### config.mk
export PLATFORM = sky130hd
export DESIGN_NAME = rlc_length_indicator_parser
export DESIGN_NICKNAME = d
export VERILOG_FILES = /design/src/rtl/rlc_li_pkg.sv /design/src/rtl/rlc_length_indicator_parser.sv
export SDC_FILE = /design/constraint.sdc
export NUM_CORES = 1
export LEC_CHECK = 0
export BUFFER_PORTS_ARGS = -buffer_cell sky130_fd_sc_hd__buf_2
export CAP_MARGIN = 5
export CORE_MARGIN = 2
export CORE_UTILIZATION = 54
export CTS_CLUSTER_DIAMETER = 100
export DETAILED_ROUTE_END_ITERATION = 8
export GPL_TIMING_DRIVEN = 1
export PLACE_DENSITY = 0.85
export SKIP_CTS_REPAIR_TIMING = 1
export SLEW_MARGIN = 10
export SYNTH_ARGS = -nofsm -noshare
export SYNTH_HDL_FRONTEND = slang
export SYNTH_SLANG_ARGS = --single-unit
export TNS_END_PERCENT = 1
### constraint.sdc
create_clock -name clk -period 4.3 [get_ports clk]
set_clock_uncertainty 0.05 [all_clocks]
set_input_delay 1.075 -clock clk [delete_from_list [all_inputs] [get_ports clk]]
set_output_delay 1.075 -clock clk [all_outputs]
set_load 0.02 [all_outputs]
### src/rtl/rlc_li_pkg.sv
`timescale 1ns / 1ps
// ----------------------------------------------------------------------------
// RLC length indicator parser package
// Shared payload types, register map and limits for the LI parser.
// ----------------------------------------------------------------------------
package rlc_li_pkg;

    // Largest number of length indicators the hardware is built for
    localparam int unsigned LiMax = 64;

    // Effective ceiling on the configured limit
    localparam int unsigned LiCapInt = (LiMax < 64) ? LiMax : 64;
    localparam logic [6:0]  LiCap    = 7'(LiCapInt);

    localparam int unsigned PaddrWidth = 3;

    // Register index codes (byte address / 4)
    localparam logic RegFixedHeaderBytes = 1'b0;
    localparam logic RegMaxLengthFields  = 1'b1;

    localparam logic [1:0] FixedHeaderBytesReset = 2'd2;
    localparam logic [6:0] MaxLengthFieldsReset  = 7'd64;

    localparam logic StatusOk      = 1'b0;
    localparam logic StatusZeroLi  = 1'b1;

    typedef struct packed {
        logic [7:0] header_byte;
        logic       first_byte;
    } hdr_byte_t;

    typedef struct packed {
        logic [10:0] length_value;
        logic [5:0]  length_index;
        logic        status;
        logic        last;
        logic [7:0]  header_size;
        logic [6:0]  field_count;
    } li_result_t;

endpackage

### src/rtl/rlc_length_indicator_parser.sv
`timescale 1ns / 1ps
// Results are registered; one that meets a stalled output waits in the skid stage.
// Throughput: one header byte per cycle; byte_ready drops only while the skid
//   stage holds a second result behind a stalled output register.
// Reset (rst_n, async, active low): parse idle, phase 0, no results pending,
//   fixed_header_bytes = 2, max_length_fields = 64.
// ----------------------------------------------------------------------------
// RLC length indicator parser
// Unpacks E/LI pairs (two per three bytes) from the extension header of an
// RLC PDU and reports each LI; on the last, field count and (but for a zero LI) header size.
// ----------------------------------------------------------------------------
module rlc_length_indicator_parser (
    input  logic                           clk,
    input  logic                           rst_n,
    // header byte channel
    input  logic                           byte_valid,
    output logic                           byte_ready,
    input  rlc_li_pkg::hdr_byte_t          byte_data,
    // length indicator result channel
    output logic                           li_valid,
    input  logic                           li_ready,
    output rlc_li_pkg::li_result_t         li_data,
    // configuration port
    input  logic                           psel,
    input  logic                           penable,
    input  logic                           pwrite,
    input  logic [rlc_li_pkg::PaddrWidth-1:0] paddr,
    input  logic [31:0]                    pwdata,
    output logic [31:0]                    prdata,
    output logic                           pready
);
    import rlc_li_pkg::*;

    // ------------------------------------------------------------------
    // Configuration registers
    // ------------------------------------------------------------------
    logic [1:0] fixed_hdr_reg;
    logic [6:0] max_fields_reg;
    logic       reg_sel;
    logic       cfg_write;

    assign pready    = 1'b1;
    assign reg_sel   = paddr[2];
    assign cfg_write = psel && penable && pwrite && pready;

    always_ff @(posedge clk or negedge rst_n)
    begin
        if (!rst_n)
        begin
            fixed_hdr_reg  <= FixedHeaderBytesReset;
            max_fields_reg <= MaxLengthFieldsReset;
        end
        else if (cfg_write)
        begin
            case (reg_sel)
                RegFixedHeaderBytes: fixed_hdr_reg  <= pwdata[1:0];
                RegMaxLengthFields:  max_fields_reg <= pwdata[6:0];
                default:             ;
            endcase
        end
    end

    always_comb
    begin
        case (reg_sel)
            RegFixedHeaderBytes: prdata = {30'd0, fixed_hdr_reg};
            RegMaxLengthFields:  prdata = {25'd0, max_fields_reg};
            default:             prdata = 32'd0;
        endcase
    end

    // Clamp the limit: zero acts as one, anything above the cap as the cap
    logic [6:0] limit;
    always_comb
    begin
        limit = max_fields_reg;
        if (limit == 7'd0)
        begin
            limit = 7'd1;
        end
        if (limit > LiCap)
        begin
            limit = LiCap;
        end
    end

    // ------------------------------------------------------------------
    // Parse state
    // ------------------------------------------------------------------
    logic [1:0] phase_reg,  phase_next;
    logic [7:0] held_reg,   held_next;
    logic [6:0] count_reg,  count_next;
    logic       active_reg, active_next;

    logic       byte_xfer;
    logic [1:0] phase_eff;
    logic [6:0] count_eff;
    logic       active_eff;
    logic       produce;
    logic       ext_bit;
    logic [10:0] li_val;
    logic [6:0] count_inc;
    logic       is_last;
    logic [9:0] size_sum;
    li_result_t new_result;

    assign byte_xfer = byte_valid && byte_ready;

    // A first byte restarts the parse with this very byte
    assign phase_eff  = byte_data.first_byte ? 2'd0 : phase_reg;
    assign count_eff  = byte_data.first_byte ? 7'd0 : count_reg;
    assign active_eff = byte_data.first_byte || active_reg;

    assign count_inc = count_eff + 7'd1;
    // fixed + ceil(12n/8) = fixed + n + ceil(n/2)
    assign size_sum  = 10'(fixed_hdr_reg) + 10'(count_inc)
                     + 10'(count_inc[6:1]) + 10'(count_inc[0]);

    always_comb
    begin
        phase_next  = phase_reg;
        held_next   = held_reg;
        count_next  = count_reg;
        active_next = active_reg;
        produce     = 1'b0;
        ext_bit     = 1'b0;
        li_val      = 11'd0;
        is_last     = 1'b0;
        new_result  = '0;

        if (byte_xfer && active_eff)
        begin
            active_next = 1'b1;
            count_next  = count_eff;
            case (phase_eff)
                2'd0:
                begin
                    // Group start: hold the byte, no result yet
                    held_next  = byte_data.header_byte;
                    phase_next = 2'd1;
                end
                2'd1:
                begin
                    ext_bit    = held_reg[7];
                    li_val     = {held_reg[6:0], byte_data.header_byte[7:4]};
                    held_next  = byte_data.header_byte;
                    phase_next = 2'd2;
                    produce    = 1'b1;
                end
                default:
                begin
                    ext_bit    = held_reg[3];
                    li_val     = {held_reg[2:0], byte_data.header_byte};
                    phase_next = 2'd0;
                    produce    = 1'b1;
                end
            endcase

            if (produce)
            begin
                new_result.length_value = li_val;
                new_result.length_index = count_eff[5:0];
                if (li_val == 11'd0)
                begin
                    // Reserved zero LI: end the parse with a zero-LI status
                    is_last                = 1'b1;
                    new_result.status      = StatusZeroLi;
                    new_result.field_count = count_inc;
                end
                else
                begin
                    count_next        = count_inc;
                    is_last           = !ext_bit || (count_inc >= limit);
                    new_result.status = StatusOk;
                    if (is_last)
                    begin
                        new_result.header_size = size_sum[7:0];
                        new_result.field_count = count_inc + 7'd1;
                    end
                end
                new_result.last = is_last;
                if (is_last)
                begin
                    active_next = 1'b0;
                end
            end
        end
    end

    always_ff @(posedge clk or negedge rst_n)
    begin
        if (!rst_n)
        begin
            phase_reg  <= 2'd0;
            held_reg   <= 8'd0;
            count_reg  <= 7'd0;
            active_reg <= 1'b0;
        end
        else
        begin
            phase_reg  <= phase_next;
            held_reg   <= held_next;
            count_reg  <= count_next;
            active_reg <= active_next;
        end
    end

    // ------------------------------------------------------------------
    // Output register plus skid stage
    // ------------------------------------------------------------------
    logic       out_valid_reg;
    li_result_t out_data_reg;
    logic       skid_valid_reg;
    li_result_t skid_data_reg;
    logic       pop;

    // Accept a byte unless the skid stage is already occupied
    assign byte_ready = !skid_valid_reg;
    assign li_valid   = out_valid_reg;
    assign li_data    = out_data_reg;
    assign pop        = out_valid_reg && li_ready;

    always_ff @(posedge clk or negedge rst_n)
    begin
        if (!rst_n)
        begin
            out_valid_reg  <= 1'b0;
            skid_valid_reg <= 1'b0;
        end
        else if (!out_valid_reg || pop)
        begin
            // Output slot frees up: advance skid first, else take the new result
            if (skid_valid_reg)
            begin
                out_valid_reg  <= 1'b1;
                skid_valid_reg <= produce;
            end
            else
            begin
                out_valid_reg <= produce;
            end
        end
        else if (produce)
        begin
            // Output stalled: hold the new result in the skid stage
            skid_valid_reg <= 1'b1;
        end
    end

    always_ff @(posedge clk)
    begin
        if (!out_valid_reg || pop)
        begin
            if (skid_valid_reg)
            begin
                out_data_reg <= skid_data_reg;
                if (produce)
                begin
                    skid_data_reg <= new_result;
                end
            end
            else if (produce)
            begin
                out_data_reg <= new_result;
            end
        end
        else if (produce)
        begin
            skid_data_reg <= new_result;
        end
    end

    // ------------------------------------------------------------------
    // Assertions
    // ------------------------------------------------------------------
    a_skid_behind_out: assert property (@(posedge clk) disable iff (!rst_n)
        skid_valid_reg |-> out_valid_reg)
        else $error("skid stage holds a result while output register is empty");

    a_count_capped: assert property (@(posedge clk) disable iff (!rst_n)
        count_reg <= LiCap)
        else $error("parsed LI count exceeds the limit cap");

    a_zero_li_ends: assert property (@(posedge clk) disable iff (!rst_n)
        (li_valid && li_data.status == StatusZeroLi) |-> li_data.last)
        else $error("zero LI result not marked last");

    a_last_goes_idle: assert property (@(posedge clk) disable iff (!rst_n)
        (produce && is_last) |=> !active_reg)
        else $error("parse still active after a last result");

    a_phase_legal: assert property (@(posedge clk) disable iff (!rst_n)
        phase_reg != 2'd3)
        else $error("byte phase out of range");

endmodule
==> results.md <==
* Antenna Cells at 0
* Power density normalized to cell area at between 400 and 500 nW/um^2
* Remaining global-route overflow at 0
* Fraction of power spent switching nets at 36.5%
* Count of flip-flops with a built-in enable after synthesis at about 70
* Vias per cell at 5.54
* X dimension of the die at between 100 and 150 um
* Commonest non-fill, non-tap cells in the layout: 68 x edfxtp_1, 66 x buf_2, 55 x nand2_1
* Final setup viols at 0
* H-Tree Level Count at 3
* Sequential share of power at 48.9%
* Clock latency at the later pin of the worst-skew pair at 0.36 ns
* CP endpoint kind: flip-flop
* Post-synthesis cell count at 456
* Maximum capacitance violations at 0
* Number of standard-cell rows in the floorplan at 35
* Most common cell after layout, fill and taps aside: edfxtp_1
* Maximum buffer depth of the clock tree at 2
* Number of slew-limit violations in the final report at 0
* All-Layer GR Usage at 20.8%
* Total cell area at the placement stage at 5560 um^2
* Die span in y at 102 um
* Timing-limited maximum frequency at 263 MHz
* Remaining design rule violation count at 0
* Ratio of cells with drive above 1 in the final layout at between 20% and 30%
* Highest routed metal layer: met4
* Post-Route M1 WL at 4410 um
* YS warnings at 0
* Routed wire length per instance at 15.4 um
* Cells along the critical path: buf_2, inv_2, nand2_1, inv_1, ha_1, nand4_1, nor2_1, mux2i_1, ha_1, a211oi_1, o21ai_0, a21oi_1, nand2_1, a21oi_1, o311ai_1
* Count of state elements after synthesis at 97
* Met3 WL at 575 um
* Power dissipated by switching net loads at 0.973 mW
* Synthesized area divided by synthesized cell count at 11.3 um^2
* Final Net Count at 603
* DRT antenna net count at 0
* Normalized max-slew margin at a little under half
* TritonCTS clock tree: yes
* Area of all placed cells without fillers at 5720 um^2
* Required time of the worst setup path at 4.32 ns
* Routability cong. at about 0.94
* Half-perimeter wire length after placement at 7440 um
* Growth of design area from synthesis to finish at 11.0%
* Initial standard-cell utilization of the core at 55.8%
* Worst reg-to-reg setup slack at a little under 1 ns
* Worst Setup Start Kind: input port
* Setup TNS at 0 ns
* Critical Path Slowest Stage Cell: mux2i_1
* Utilization after layout at 61.9%
* Initial antenna violation count at 0
* Area share of the leading cell type in the synthesized netlist at 39.6%
* Cell type group with the largest total delay on the critical path: compound AO/OA/AOI/OAI gates
* Clock-pin slew on the worst setup and hold paths at about 0.09 ns
* Quantity of I/O buffers inserted on ports at 66
* Reg-to-Reg Start: count_reg[0]$_DFFE_PN0P_
* Count of distinct cell types in the synthesized netlist at 57
* Internal power of the cells at 1.69 mW
* Arrival time worst endpoint at around 3.8 ns
* Minimum period implied by the final worst setup slack at around 3.8 ns
* Total core area at around 9200 um^2
* Worst-path maximum fanout at 9
* Unrepaired setup endpoints after global routing: false
* Leakage Power at 2.57 nW
* Number of global-route vias before repair at 3511
* Full die area at 10300 um^2
* Proportion of synthesized chip area in sequential cells at a little over half
* Drt pass-1 iters at 7
* Clock share of power at 19.8%
* Number of buffers and inverters on the critical path at 3
* Buffer type at the clock tree root: clkbuf_8
* Number of buffers inserted during clock tree synthesis at 9
* Relative contribution of combinational cells to total power at approximately 31%
* Number of DRC violations after detailed-routing iteration 0 at 333
* Total Wirelength at 10200 um
* First-pass GRT wire length at 16700 um
* IR Drop Worst-Case VDD at 0.216 mV
* Critical Path Source: byte_data[0]
* Post-synth design cell area at 5160 um^2
* Worst Min Path Start: held_reg[7]$_DFFE_PN0P_
* Outcome: complete, no violations
* IO Count at 120
* Top cells by area in the synthesized netlist: edfxtp_1 40%, dfrtp_1 13%, ha_1 5.1%
* Worst hold path class: reg -> reg
* Dominant synthesized flop cell: edfxtp_1
* Final hold violations at 0
* Number of sinks on the clock net at 97
* Fin worst setup slack at 0.503 ns
* Worst Max-Slew Pin Slew at 0.790 ns
* Setup CP Type: in -> reg
* Library cell occupying the most area in the post-synthesis netlist: edfxtp_1
* Largest stage delay, worst path at 0.29 ns
* Crit share post-route at 88.3%
* Largest net degree at the start of global routing at 37
* Via Count at 3680
* Wire length on met2 at 5020 um
* Fraction of registers with async set/reset at 29.9%
* Pre-CTS setup slack at 0.147 ns
## final cells by class
type	instances	area, um^2
fillers	726	3520
flip-flops and latches	97	2770
multi-input cells	326	2120
repair buffers	82	450
well taps	129	161
clock buffers	12	135
inverters	14	52.6
clock inverters	4	30.0
## per-stage QoR
stage | cells | hold slack [ns] | total power, mW
2_1_floorplan | 480 | 0.416 | 1.95
3_3_place_gp | 648 | 0.442 | 2.10
3_5_place_dp | 648 | 0.447 | 2.15
4_1_cts | 664 | 0.468 | 2.67
5_1_grt | 664 | 0.482 | 2.81
6_report | 664 | 0.463 | 2.67
## power by group through the flow
stage / combinational [mW] / sequential [mW] / clock, mW
2_1_floorplan: 0.597 / 1.35 / 0
3_3_place_gp: 0.791 / 1.31 / 0
3_5_place_dp: 0.825 / 1.32 / 0
4_1_cts: 0.833 / 1.30 / 0.533
5_1_grt: 0.913 / 1.33 / 0.568
6_report: 0.834 / 1.30 / 0.527
## cells in the mapped netlist, types with 2 or more instances
master and count:
o2111a_1 2, buf_4 28, and3_1 3, inv_1 13, o21ai_0 16, o31ai_1 3
a21oi_1 21, mux2i_1 2, xnor2_1 3, o311ai_1 3, conb_1 2, ha_1 21
nand3b_1 10, o21ai_1 4, o2111ai_1 2, edfxtp_1 68, dfrtp_1 27, nor2b_1 3
nand2_1 55, xor2_1 6, nand4_1 4, dfstp_2 2, o21ai_2 5, nand3_1 14
buf_6 5, a21o_1 22, buf_2 2, clkbuf_1 8, nand2b_1 2, a211oi_1 2
nor3_1 5, mux2_2 19, a22o_1 4, a31oi_1 3, o21a_1 2, nor2_1 32
and2_1 13
## worst paths after layout
| check | end | cells past startpoint |
|---|---|---|
| min in group asynchronous | held_reg[0]$_DFFE_PN0P_ | 1 |
| max reg2reg | li_data[5]$_DFFE_PP_ | 13 |
| min | held_reg[7]$_DFFE_PN0P_ | 1 |
| min reg2reg | held_reg[7]$_DFFE_PN0P_ | 1 |
| max | li_data[5]$_DFFE_PP_ | 15 |
| max in group asynchronous | li_valid$_DFFE_PN0N_ | 1 |
## per-layer routing
layer | track usage [%] | up-vias
met2 | 34.0 | 158
met3 | 4.00 | 24
met5 | 0 | -
met1 | 27.5 | 1762
li1 | - | 1736
met4 | 8.32 | 0
## cell families (layout without fill, tap and decap cells)
logic type,after synthesis,count (layout),share of synthesized area [%]
adders and majority gates,22,22,5.48
and+or+nand+nor,150,150,14.3
muxes,21,21,4.54
buffers and inverters,57,112,6.96
other,2,26,0.146
AOI/OAI and AO/OA,97,97,13.0
xor gates and xnor gates,10,10,1.84
DFF,97,97,53.7
Power figures use the tool's default switching activity.
